--- src/sv/rkpc_pkg.sv ---
package rkpc_pkg;

	localparam int CFG_IDX_W  = 3;
	localparam int CFG_DATA_W = 16;

	localparam logic [CFG_IDX_W-1:0] REG_BRIGHT_STEP = 3'd0;
	localparam logic [CFG_IDX_W-1:0] REG_SPEED_STEP  = 3'd1;
	localparam logic [CFG_IDX_W-1:0] REG_INTENS_STEP = 3'd2;
	localparam logic [CFG_IDX_W-1:0] REG_LONG_HOLD   = 3'd3;
	localparam logic [CFG_IDX_W-1:0] REG_PAL_LIMIT   = 3'd4;
	localparam logic [CFG_IDX_W-1:0] REG_FX_LIMIT    = 3'd5;

	localparam logic [7:0]  RST_STEP      = 8'd4;
	localparam logic [15:0] RST_LONG_HOLD = 16'd1000;
	localparam logic [7:0]  VALUE_MAX     = 8'd255;

	localparam logic [2:0] MODE_BRIGHT = 3'd0;
	localparam logic [2:0] MODE_SPEED  = 3'd1;
	localparam logic [2:0] MODE_INTENS = 3'd2;
	localparam logic [2:0] MODE_PAL    = 3'd3;
	localparam logic [2:0] MODE_FX     = 3'd4;
	localparam logic [3:0] MODE_COUNT  = 4'd5;

	typedef struct packed {
		logic [7:0]  bright_step;
		logic [7:0]  speed_step;
		logic [7:0]  intens_step;
		logic [15:0] long_hold_ms;
		logic [7:0]  pal_limit;
		logic [7:0]  fx_limit;
	} cfg_t;

	typedef struct packed {
		logic signed [15:0] knob_position;
		logic               button_down;
		logic [31:0]        time_ms;
		logic               display_asleep;
	} item_t;

	typedef struct packed {
		logic [7:0] brightness;
		logic [7:0] speed;
		logic [7:0] intensity;
		logic [7:0] palette;
		logic [7:0] effect;
		logic [2:0] knob_mode;
		logic       power_toggle;
		logic       value_changed;
		logic       mode_advanced;
	} result_t;

endpackage

--- src/sv/rkpc_cfg.sv ---
module rkpc_cfg (
	input  logic                           clk,
	input  logic                           arst_n,
	input  logic                           cfg_en,
	input  logic [rkpc_pkg::CFG_IDX_W-1:0]  cfg_index,
	input  logic [rkpc_pkg::CFG_DATA_W-1:0] cfg_data,
	output rkpc_pkg::cfg_t                 cfg
);
	import rkpc_pkg::*;

	cfg_t cfg_q;

	always_ff @(posedge clk or negedge arst_n) begin
		if (!arst_n) begin
			cfg_q.bright_step  <= RST_STEP;
			cfg_q.speed_step   <= RST_STEP;
			cfg_q.intens_step  <= RST_STEP;
			cfg_q.long_hold_ms <= RST_LONG_HOLD;
			cfg_q.pal_limit    <= VALUE_MAX;
			cfg_q.fx_limit     <= VALUE_MAX;
		end else if (cfg_en) begin
			unique case (cfg_index)
				REG_BRIGHT_STEP: cfg_q.bright_step  <= cfg_data[7:0];
				REG_SPEED_STEP:  cfg_q.speed_step   <= cfg_data[7:0];
				REG_INTENS_STEP: cfg_q.intens_step  <= cfg_data[7:0];
				REG_LONG_HOLD:   cfg_q.long_hold_ms <= cfg_data;
				REG_PAL_LIMIT:   cfg_q.pal_limit    <= cfg_data[7:0];
				REG_FX_LIMIT:    cfg_q.fx_limit     <= cfg_data[7:0];
				default: ;
			endcase
		end
	end

	assign cfg = cfg_q;

endmodule

--- src/sv/rkpc_core.sv ---
module rkpc_core (
	input  logic              clk,
	input  logic              arst_n,
	input  rkpc_pkg::cfg_t    cfg,
	input  rkpc_pkg::item_t   item,
	input  logic              adv,
	output rkpc_pkg::result_t res
);
	import rkpc_pkg::*;

	logic [15:0] prev_pos_q;
	logic        prev_btn_q;
	logic        consumed_q;
	logic [31:0] press_start_q;
	logic [2:0]  mode_q;
	logic [7:0]  bright_q, speed_q, intens_q, pal_q, fx_q;

	logic signed [15:0] delta;
	logic               rot, woke_by_rot, apply, mode_ok;
	logic [7:0]         step_sel, val_sel, hi_sel, new_val;
	logic signed [24:0] prod;
	logic signed [25:0] sum;
	logic               press_edge, release_edge, hold_done;
	logic               toggle, advance, consumed_nx;
	logic [3:0]         mode_inc;
	logic [2:0]         mode_nx;
	logic [7:0]         bright_nx, speed_nx, intens_nx, pal_nx, fx_nx;

	assign delta       = $signed(item.knob_position - prev_pos_q);
	assign rot         = delta != 16'sd0;
	assign woke_by_rot = rot && item.display_asleep;
	assign apply       = rot && !item.display_asleep;

	always_comb begin
		mode_ok  = 1'b1;
		step_sel = 8'd1;
		val_sel  = 8'd0;
		hi_sel   = VALUE_MAX;
		unique case (mode_q)
			MODE_BRIGHT: begin
				step_sel = cfg.bright_step;
				val_sel  = bright_q;
			end
			MODE_SPEED: begin
				step_sel = cfg.speed_step;
				val_sel  = speed_q;
			end
			MODE_INTENS: begin
				step_sel = cfg.intens_step;
				val_sel  = intens_q;
			end
			MODE_PAL: begin
				val_sel = pal_q;
				hi_sel  = cfg.pal_limit;
			end
			MODE_FX: begin
				val_sel = fx_q;
				hi_sel  = cfg.fx_limit;
			end
			default: mode_ok = 1'b0;
		endcase
	end

	assign prod = 25'(delta) * 25'($signed({1'b0, step_sel}));
	assign sum  = 26'(prod) + $signed({18'd0, val_sel});

	always_comb begin
		priority if (sum < 26'sd0) begin
			new_val = 8'd0;
		end else if (sum > $signed({18'd0, hi_sel})) begin
			new_val = hi_sel;
		end else begin
			new_val = sum[7:0];
		end
	end

	always_comb begin
		bright_nx = bright_q;
		speed_nx  = speed_q;
		intens_nx = intens_q;
		pal_nx    = pal_q;
		fx_nx     = fx_q;
		if (apply) begin
			unique case (mode_q)
				MODE_BRIGHT: bright_nx = new_val;
				MODE_SPEED:  speed_nx  = new_val;
				MODE_INTENS: intens_nx = new_val;
				MODE_PAL:    pal_nx    = new_val;
				MODE_FX:     fx_nx     = new_val;
				default: ;
			endcase
		end
	end

	// press and release handling
	assign press_edge   = item.button_down && !prev_btn_q;
	assign release_edge = !item.button_down && prev_btn_q;
	assign hold_done    = (item.time_ms - press_start_q) >= {16'd0, cfg.long_hold_ms};
	assign mode_inc     = {1'b0, mode_q} + 4'd1;

	always_comb begin
		toggle      = 1'b0;
		advance     = 1'b0;
		consumed_nx = consumed_q;
		mode_nx     = mode_q;
		priority if (press_edge) begin
			consumed_nx = item.display_asleep && !woke_by_rot;
		end else if (item.button_down && !consumed_q && hold_done) begin
			toggle      = 1'b1;
			consumed_nx = 1'b1;
		end else if (release_edge && !consumed_q) begin
			advance = 1'b1;
			mode_nx = (mode_inc >= MODE_COUNT) ? 3'(mode_inc - MODE_COUNT) : mode_inc[2:0];
		end
	end

	always_ff @(posedge clk or negedge arst_n) begin
		if (!arst_n) begin
			prev_pos_q    <= '0;
			prev_btn_q    <= 1'b0;
			consumed_q    <= 1'b0;
			press_start_q <= '0;
			mode_q        <= MODE_BRIGHT;
			bright_q      <= '0;
			speed_q       <= '0;
			intens_q      <= '0;
			pal_q         <= '0;
			fx_q          <= '0;
		end else if (adv) begin
			prev_pos_q <= item.knob_position;
			prev_btn_q <= item.button_down;
			consumed_q <= consumed_nx;
			if (press_edge) begin
				press_start_q <= item.time_ms;
			end
			mode_q   <= mode_nx;
			bright_q <= bright_nx;
			speed_q  <= speed_nx;
			intens_q <= intens_nx;
			pal_q    <= pal_nx;
			fx_q     <= fx_nx;
		end
	end

	always_comb begin
		res.brightness    = bright_nx;
		res.speed         = speed_nx;
		res.intensity     = intens_nx;
		res.palette       = pal_nx;
		res.effect        = fx_nx;
		res.knob_mode     = mode_nx;
		res.power_toggle  = toggle;
		res.value_changed = apply && mode_ok;
		res.mode_advanced = advance;
	end

`ifndef SYNTHESIS
	a_mode_range: assert property (@(posedge clk) disable iff (!arst_n)
		mode_q <= MODE_FX)
		else $error("mode register out of range");
	a_consumed_after_toggle: assert property (@(posedge clk) disable iff (!arst_n)
		adv && toggle |=> consumed_q)
		else $error("long press not marked consumed");
`endif

endmodule

--- src/sv/rotary_knob_parameter_controller_top.sv ---
// path: an accepted word is held in stage one, and its result is then registered on the outputs
// throughput: one word per cycle, sustained as long as the result side does not stall
// the rate is set by the single registered update of the knob state per word
// reset: arst_n clears the knob state and the valid bits of both stages at once, config registers
// return to their defaults (steps 4, hold 1000 ms, limits 255)
module rotary_knob_parameter_controller_top (
	input  logic                           clk,
	input  logic                           arst_n,
	input  logic                           in_valid,
	output logic                           in_stall,
	input  logic signed [15:0]             knob_position,
	input  logic                           button_down,
	input  logic [31:0]                    time_ms,
	input  logic                           display_asleep,
	output logic                           out_valid,
	input  logic                           out_stall,
	output logic [7:0]                     brightness,
	output logic [7:0]                     speed,
	output logic [7:0]                     intensity,
	output logic [7:0]                     palette,
	output logic [7:0]                     effect,
	output logic [2:0]                     knob_mode,
	output logic                           power_toggle,
	output logic                           value_changed,
	output logic                           mode_advanced,
	input  logic                           cfg_en,
	input  logic [rkpc_pkg::CFG_IDX_W-1:0]  cfg_index,
	input  logic [rkpc_pkg::CFG_DATA_W-1:0] cfg_data
);
	import rkpc_pkg::*;

	cfg_t    cfg;
	item_t   item_s1;
	logic    valid_s1;
	logic    adv;
	result_t res;
	result_t res_q;
	logic    out_valid_q;

	rkpc_cfg u_cfg (
		.clk       (clk),
		.arst_n    (arst_n),
		.cfg_en    (cfg_en),
		.cfg_index (cfg_index),
		.cfg_data  (cfg_data),
		.cfg       (cfg)
	);

	rkpc_core u_core (
		.clk    (clk),
		.arst_n (arst_n),
		.cfg    (cfg),
		.item   (item_s1),
		.adv    (adv),
		.res    (res)
	);

	// stage one moves on when the output register is free or being taken
	assign adv      = valid_s1 && (!out_valid_q || !out_stall);
	assign in_stall = valid_s1 && !adv;

	always_ff @(posedge clk or negedge arst_n) begin
		if (!arst_n) begin
			valid_s1    <= 1'b0;
			out_valid_q <= 1'b0;
		end else begin
			if (!in_stall) begin
				valid_s1 <= in_valid;
			end
			if (adv) begin
				out_valid_q <= 1'b1;
			end else if (!out_stall) begin
				out_valid_q <= 1'b0;
			end
		end
	end

	always_ff @(posedge clk) begin
		if (in_valid && !in_stall) begin
			item_s1.knob_position  <= knob_position;
			item_s1.button_down    <= button_down;
			item_s1.time_ms        <= time_ms;
			item_s1.display_asleep <= display_asleep;
		end
		if (adv) begin
			res_q <= res;
		end
	end

	assign out_valid     = out_valid_q;
	assign brightness    = res_q.brightness;
	assign speed         = res_q.speed;
	assign intensity     = res_q.intensity;
	assign palette       = res_q.palette;
	assign effect        = res_q.effect;
	assign knob_mode     = res_q.knob_mode;
	assign power_toggle  = res_q.power_toggle;
	assign value_changed = res_q.value_changed;
	assign mode_advanced = res_q.mode_advanced;

`ifndef SYNTHESIS
	a_stall_needs_word: assert property (@(posedge clk) disable iff (!arst_n)
		in_stall |-> valid_s1)
		else $error("input stalled with empty stage");
	a_adv_fills_out: assert property (@(posedge clk) disable iff (!arst_n)
		adv |=> out_valid_q)
		else $error("advanced word missing from output register");
	a_flags_exclusive: assert property (@(posedge clk) disable iff (!arst_n)
		out_valid_q |-> !(res_q.power_toggle && res_q.mode_advanced))
		else $error("toggle and mode advance in one word");
`endif

endmodule
--- config.mk ---
export PLATFORM = sky130hd
export DESIGN_NAME = rotary_knob_parameter_controller_top
export DESIGN_NICKNAME = d
export VERILOG_FILES = /design/src/sv/rkpc_pkg.sv /design/src/sv/rkpc_cfg.sv /design/src/sv/rkpc_core.sv /design/src/sv/rotary_knob_parameter_controller_top.sv
export SDC_FILE = /design/constraint.sdc
export NUM_CORES = 1
export LEC_CHECK = 0
export CELL_PAD_IN_SITES_DETAIL_PLACEMENT = 0
export CELL_PAD_IN_SITES_GLOBAL_PLACEMENT = 1
export CORE_MARGIN = 1
export CORE_UTILIZATION = 50
export CTS_CLUSTER_SIZE = 20
export DETAILED_ROUTE_END_ITERATION = 7
export DONT_BUFFER_PORTS = 1
export PLACE_DENSITY_LB_ADDON = 0.2
export SETUP_SLACK_MARGIN = 0.1
export SLEW_MARGIN = 40
export SYNTH_ARGS = -nofsm -noshare
export SYNTH_HDL_FRONTEND = slang
export SYNTH_HIERARCHICAL = 1
export SYNTH_SLANG_ARGS = --single-unit
--- constraint.sdc ---
create_clock -name clk -period 21.6 [get_ports clk]
set_clock_uncertainty 0.05 [all_clocks]
set_input_delay 2.16 -clock clk [delete_from_list [all_inputs] [get_ports clk]]
set_output_delay 2.16 -clock clk [all_outputs]
set_load 0.01 [all_outputs]
==> Word-level counts from Yosys, hierarchy flattened <==
Cells that the tools add are included.
Widths: inputs -> output; s select.
{ "word_totals": {"regBits": 247, "elab_cells": 113, "output_inout_bits": 48, "inputBits": 74} }
{ "op_classes": {"muxes": 26, "addsub": 5, "multipliers": 1, "reduce_logical": 36, "order_cmp": 4, "eq_ne": 10} }
{ "op_table": {"columns": ["operator", "count"], "rows": [
  ["$mux 8", 12],
  ["$pmux 8 s5", 1],
  ["$ge 32x16->1", 1],
  ["$sub 32x32->32", 1],
  ["$add 25x9->26", 1],
  ["$gt 26x9->1", 1],
  ["$lt 26x1->1 const B", 1],
  ["$mul 16x9->25", 1],
  ["$pmux 8 s3", 1],
  ["$pmux 8 s2", 1],
  ["$reduce_and 2->1", 8],
  ["$reduce_bool 16->1", 1],
  ["$sub 16x16->16", 1],
  ["$eq 3x2->1 const B", 4],
  ["$logic_and 1x1->1", 12],
  ["$mux 3", 4],
  ["$eq 3x3->1 const B", 3],
  ["$logic_not 1->1", 9],
  ["$mux 1", 7],
  ["$eq 3x1->1 const B", 2],
  ["$logic_not 3->1", 2],
  ["$reduce_or 5->1", 1],
  ["$add 3x1->4 const B", 1],
  ["$ge 4x3->1 const B", 1],
  ["5 further kinds", 5]
]} }

==> Logic depth before layout (Yosys ltp) <==
Gate-level depths: netlist of the first run.
{ "depth": {"depth_word": 9, "mapped_depth": 35, "depth_no_buf": 30} }

==> By module <==
The synthesis of the first run kept the hierarchy.
{ "modules_own_cells": {"columns": ["mod", "area_each_um2", "cells_per_inst", "instances"], "rows": [
  ["rkpc_core", 13620.6, 1557, 1],
  ["rotary_knob_parameter_controller_top", 2975.4, 104, 1],
  ["rkpc_cfg", 2172.1, 123, 1]
]} }

==> Worst setup path after synthesis of the first run <==
OpenSTA, ideal clock, no wires.
{ "synth_path": {"path_type": "register to register", "from": "register u_core.mode_q[0]", "to": "register res_q, in the netlist palette[2] (data pin)", "synth_period_minus_slack_ns": 8.423, "path_buffers": 5, "setup_slack_ns": 13.177, "stages_incl_launch_ff": 35, "required_time_ns": 21.293, "t_arrival_ns": 8.116, "cell_sequence": "dfrtp_1 > inv_1 > ha_1 > nor2b_1 > clkbuf_1 > buf_1 > a22oi_1 > nand2_1 > clkbuf_1 > nand2_1 > fa_1 > inv_1 > fa_1 > ha_1 > fa_1 > inv_1 > fa_1 > inv_1 > ha_1 > o211ai_2 > a21o_1 > nand2_1 > xor2_1 > ha_1 > a211o_1 > a21oi_1 > a31oi_1 > nor4_2 > nand4_1 > or4_1 > buf_2 > or3_4 > buf_12 > mux2i_4 > a32o_1"} }
{ "synth_lines": {"columns": ["item", "line_no", "source"], "rows": [
  ["start, declared", "rkpc_core.sv:15", "logic [2:0] mode_q;"],
  ["start signal, assigned", "rkpc_core.sv:136", "mode_q <= mode_nx;"],
  ["end signal, assigned", "rotary_knob_parameter_controller_top.sv:86", "res_q <= res;"],
  ["end, declared", "rotary_knob_parameter_controller_top.sv:37", "result_t res_q;"]
]} }

==> summary.md, run 1 <==
| Metric | Value |
|---|---|
| # rows | `70` |
| First-pass GRT wire length | `71.2 mm` |
| Adder-Cell Fraction of Synth Area | `a little over a fifth` |
| Clock sinks | `247` |
| Total gr overflow | `0` |
| Part of the Yosys area used for sequential elements | `35.7%` |
| Routed wire per std cell | `19.5 µm` |
| Synth Area in XOR/XNOR | `around 2.8%` |
| Die H | `196 µm` |
| Kind of end point of the critical path | `register` |
| Area delta synth->final | `6.68%` |
| Main combinational cell family by area after synthesis | `adder cells` |
| DRT antenna net count | `0` |
| Multiplexer share of the synthesized area | `6.43%` |
| Gp weighted congestion | `0.935` |
| Multi-input gate area | `between 10000 and 15000 µm²` |
| Hold crit path type | `reg2reg` |
| Synth Area in Compound Gates | `16.2%` |
| Mapped cell area | `18800 µm²` |
| Crit path kind | `reg2reg` |
| Core ar. | `36800 µm²` |
| Pre-CTS setup slack | `12050 ps` |
| Worst path bufs/invs | `5` |
| Slowest-stage cell, CP | `or4_1` |
| Post-Layout Inst Area | `20000 µm²` |
| Initial Utilization | `51.0%` |
| Critical path's top delay family | `adder cells` |
| Post-Route WL | `between 40 and 50 mm` |
| Clock insertion delay at the later pin of the skew report | `550 ps` |
| Largest cells by area after synthesis | `dfrtp_1 (17%), edfxtp_1 (15%), fa_1 (12%), ha_1 (10%), mux2_2 (5.8%)` |
| Initial detailed-routing violation count | `667` |
| Slew headroom | `46.3%` |
| Mapped Avg Cell Area | `about 11 µm²` |
| Root Driver | `clkbuf_16` |
| Critical Path Source Type | `register` |
| Tmin final | `approximately 9600 ps` |
| Die X | `196 µm` |
| Die Area | `38300 µm²` |
| Resized cells post-CTS | `0` |
| Post-Synth Simple-Gate Area | `~12%` |
| Num CTS Buffers | `28` |
| Clock Tree Buf Depth | `3` |
| FF+latch count, synth | `247` |
| TritonCTS clock tree | `done` |
| Largest net degree at the start of global routing | `152` |
| Async set or reset register ratio after synthesis | `slightly above 60%` |
| Most frequent cell after synthesis | `inv_1` |
| Worst endpoint required time | `21850 ps` |
| Post-CTS Hold Buffers | `0` |
| Ys Warns | `6` |
| Htree depth | `1` |
| Nets | `2089` |
| Fin. max-slew vios | `0` |
| Mapped Cells | `1784` |
| Fillers | `about 3300` |
| DR vias | `13200` |
| Worst-path clk slew | `60 ps` |
| Least-Margin Pin Slew | `between 800 and 900 ps` |
| Netlist cell types | `101` |
| Placed cell areas | `19100 µm²` |
| Num ports | `122` |
| Status | `complete, no violations` |
| Data arrival, critical path | `around 9900 ps` |
| Vias in the first global route | `~14000` |
| PortBufs | `0` |
| Top cell type by total area after synthesis | `dfrtp_1` |
| Final WS setup | `12000 ps` |
| Final hold slack | `416 ps` |
| Initial antenna violation count | `6` |
| Crit path max fanout | `20` |
| Layout cell share with drive strength beyond 1 | `13.1%` |
| FMAX | `between 100 and 150 MHz` |
| Post-synth top area share | `16.8%` |
| Max incr delay on CP | `680 ps` |
| Hpwl dp | `33.8 mm` |
| RSZ-0062 raised after global routing | `no` |
| DRC Markers | `0` |
| Tcrit/Tclk final | `between 40% and 50%` |
| Final setup TNS | `0 ps` |
| Number of enable flip-flop cells after synthesis | `96` |
| Commonest cells in the netlist | `inv_1 (186), nand2_1 (162), ha_1 (151)` |
| Seq. cell area | `around 6700 µm²` |
| Via/cell ratio | `between 5 and 6` |
| Max cap viols | `0` |
| # setup viols final | `0` |
| Total Routing Usage GR | `approximately 23%` |
| Post-CTS setup buffers | `0` |
| DRT Pass-1 Iters | `7` |
| Post-synthesis net count | `2119` |
| Final hold vios | `0` |
| Synth Flop Type | `dfrtp_1` |
final cells by class:
class                           instances  share of cell area [%]
Sequential cell                       247                    33.4
Multi-Input combinational cell       1276                    55.2
Timing Repair Buffer                   15                   0.562
Clock inverter                         18                   0.662
Inverter                              186                    3.49
Clock buffer                           34                    3.72
Tap cell                              468                    2.92
Antenna cell                            3                  0.0375
kinds of logic after synthesis:
| group | after synthesis |
|---|---|
| AO/OA/AOI/OAI | 409 |
| XOR/XNOR | 59 |
| adder cells (fa/ha/maj) | 261 |
| buffers and inverters | 261 |
| flip-flops | 247 |
| multiplexers | 106 |
| AND/OR/NAND/NOR | 441 |
cells in the final DEF (no fill, tap or decap), types with 59 or more instances in the layout:
cell type and n:
edfxtp_1 96, mux2_2 96, a22o_1 64, nand2_1 162, ha_1 151, fa_1 110, nor2_1 95, o21ai_0 59
inv_1 186, dfrtp_1 126, a21oi_1 82
per-layer routing:
layer	share of wire, %	global-route usage (%)
met5	0.098	0
met4	2.8	7.23
met3	4.5	3.35
met2	48	39.0
met1	45	31.0
worst paths after layout:
check,start,to,slack [ps],depth (start not counted)
min in group asynchronous,arst_n,u_core/prev_pos_q[12]$_DFFE_PN0P_,1280,0
min,u_core/prev_btn_q$_DFFE_PN0P_,u_core/consumed_q$_DFFE_PN0P_,420,1
min reg2reg,u_core/prev_btn_q$_DFFE_PN0P_,u_core/consumed_q$_DFFE_PN0P_,420,1
max,u_core/mode_q[0]$_DFFE_PN0P_,palette[2]$_DFFE_PP_,12000,30
max in group asynchronous,arst_n,u_cfg/cfg[4]$_DFFE_PN1P_,19860,0
max reg2reg,u_core/mode_q[0]$_DFFE_PN0P_,palette[2]$_DFFE_PP_,12000,30
registers in the layout, indices dropped and copies added (netlist names), 8 cells and up:
register	cells
item_s1	50
u_cfg/cfg	56
palette	8
u_core/press_start_q	32
speed	8
intensity	8
u_core/speed_q	8
u_core/prev_pos_q	16
u_core/fx_q	8
effect	8
u_core/intens_q	8
u_core/pal_q	8
brightness	8
u_core/bright_q	8
per-stage QoR:
stage / std cells / utilization (%)
floorplan: 1784 / -
global placement: 2192 / 52.0
detailed placement: 2192 / 52.0
CTS: 2244 / 54.4
global route: 2245 / 54.4
finish: 2247 / 54.4
Power of run 1 is left out: the tool's default activity adds up to more than one toggle a clock period on the data nets, which glitch-free logic cannot reach.
==> run 2, diff against run 1 <==
==> constraint.sdc (replaced) <==
create_clock -name clk -period 9.3 [get_ports clk]
set_clock_uncertainty 0.05 [all_clocks]
set_input_delay 0.93 -clock clk [delete_from_list [all_inputs] [get_ports clk]]
set_output_delay 0.93 -clock clk [all_outputs]
set_load 0.01 [all_outputs]
==> run 2 against run 1 <==
First-iteration DRC count is 19% higher. Non-clock buffer count increased by 12. Critical path type unchanged. Critical endpoint unchanged. Design area increased by 0.22%.
==> summary.md, run 2 (synthesis gave the netlist of run 1 again) <==
| Metric | Value |
|---|---|
| Initial Utilization | `51.0%` |
| Clock Tree Buf Depth | `3` |
| Total Routing Usage GR | `23.5%` |
| # setup viols final | `0` |
| TritonCTS clock tree | `done` |
| Htree depth | `1` |
| Via/cell ratio | `5.88` |
| Least-Margin Pin Slew | `806 ps` |
| Routed wire per std cell | `19.5 µm` |
| Gp weighted congestion | `just over 0.9` |
| Vias in the first global route | `13400` |
| Fin. max-slew vios | `0` |
| DRT Pass-1 Iters | `5` |
| # rows | `70` |
| Nets | `2100` |
| Worst-path clk slew | `~60 ps` |
| Clock sinks | `247` |
| Largest register FFs | `56` |
| RSZ-0062 raised after global routing | `no` |
| Data arrival, critical path | `roughly 8900 ps` |
| Core ar. | `36800 µm²` |
| Slowest-stage cell, CP | `or4_1` |
| Post-Route WL | `44.1 mm` |
| DR vias | `about 13000` |
| R2R setup slack | `between 600 and 700 ps` |
| Worst endpoint required time | `9540 ps` |
| Commonest cells after routing, fill and taps aside | `inv_1 (186), nand2_1 (162), ha_1 (150), dfrtp_1 (126), fa_1 (110)` |
| Hold crit path type | `in2async` |
| Max incr delay on CP | `670 ps` |
| Clock insertion delay at the later pin of the skew report | `550 ps` |
| Initial antenna violation count | `6` |
| Tmin final | `8700 ps` |
| DRC Markers | `0` |
| Num CTS Buffers | `27` |
| Root Driver | `clkbuf_16` |
| Commonest non-fill, non-tap cell in the layout | `inv_1` |
| Max cap viols | `0` |
| Crit path max fanout | `10` |
| RR Endpoint | `palette[2]$_DFFE_PP_` |
| Final hold vios | `0` |
| CP dominant cell by count | `fa_1` |
| Slew headroom | `between 40% and 50%` |
| Total gr overflow | `0` |
| Worst Reg-to-Reg Cells | `31` |
| Layout cell share with drive strength beyond 1 | `between 10% and 20%` |
| Kind of end point of the critical path | `register` |
| Num ports | `about 120` |
| Status | `complete, no violations` |
| Tcrit/Tclk final | `93.5%` |
| Worst path bufs/invs | `4` |
| Reg-to-reg startpoint | `item_s1[34]$_DFFE_PP_` |
| Critical path's top delay family | `adder cells` |
| First-pass GRT wire length | `71.9 mm` |
| Largest net degree at the start of global routing | `152` |
| PortBufs | `0` |
| FMAX | `about 110 MHz` |
| Die Area | `38300 µm²` |
| Die H | `a little under 200 µm` |
| Final setup TNS | `0 ps` |
| Critical Path Source Type | `register` |
| Initial detailed-routing violation count | `795` |
| Die X | `196 µm` |
| Area delta synth->final | `6.91%` |
| DRT antenna net count | `0` |
| Hpwl dp | `between 30 and 40 mm` |
| Crit path kind | `reg2reg` |
run 2: layout make-up:
type | instances | area (µm²)
Fill cell | 3222 | 16700
Multi-Input combinational cell | 1276 | 11000
Sequential cell | 247 | 6690
Clock buffer | 39 | 751
Inverter | 186 | 698
Tap cell | 468 | 586
Timing Repair Buffer | 27 | 203
Clock inverter | 10 | 83.8
Antenna cell | 4 | 10.0
run 2: through the flow:
stage	cells	hold slack [ps]	cell area (µm²)	setup WS [ps]	util (%)
floorplan	1784	375	18800	877	-
global placement	2202	400	19200	180	52.2
detailed placement	2202	407	19200	500	52.2
CTS	2251	3.45	20000	479	54.5
global route	2254	19.4	20100	101	54.5
finish	2257	51.1	20100	602	54.5
run 2: timing repair:
action / CTS / global route
resized for setup: 0 / 1
endpoints found under the hold margin: 0 / 0
buffers inserted: 0 / 2
hold buffers: 0 / 0
setup endpoints to repair: 0 / 37
run 2: worst max path at each step:
stage               slack, ps                    startpoint  depth (start not counted)                    to
floorplan                 880  u_core/mode_q[0]$_DFFE_PN0P_                         34  palette[2]$_DFFE_PP_
global placement          180         item_s1[38]$_DFFE_PP_                         24  palette[2]$_DFFE_PP_
detailed placement        500         item_s1[36]$_DFFE_PP_                         25  palette[2]$_DFFE_PP_
CTS                       480         item_s1[36]$_DFFE_PP_                         25  palette[2]$_DFFE_PP_
global route              100         item_s1[34]$_DFFE_PP_                         31  palette[2]$_DFFE_PP_
finish                    600         item_s1[34]$_DFFE_PP_                         31  palette[2]$_DFFE_PP_
run 2: layer usage:
metal,GRT usage (%),routed length [µm],up-vias
met1,31.3,19900,6550
met3,3.64,1980,81
met4,7.32,1280,4
li1,-,-,6318
met5,0,30,-
met2,39.6,20900,312
Power of run 2 is left out for the same reason.
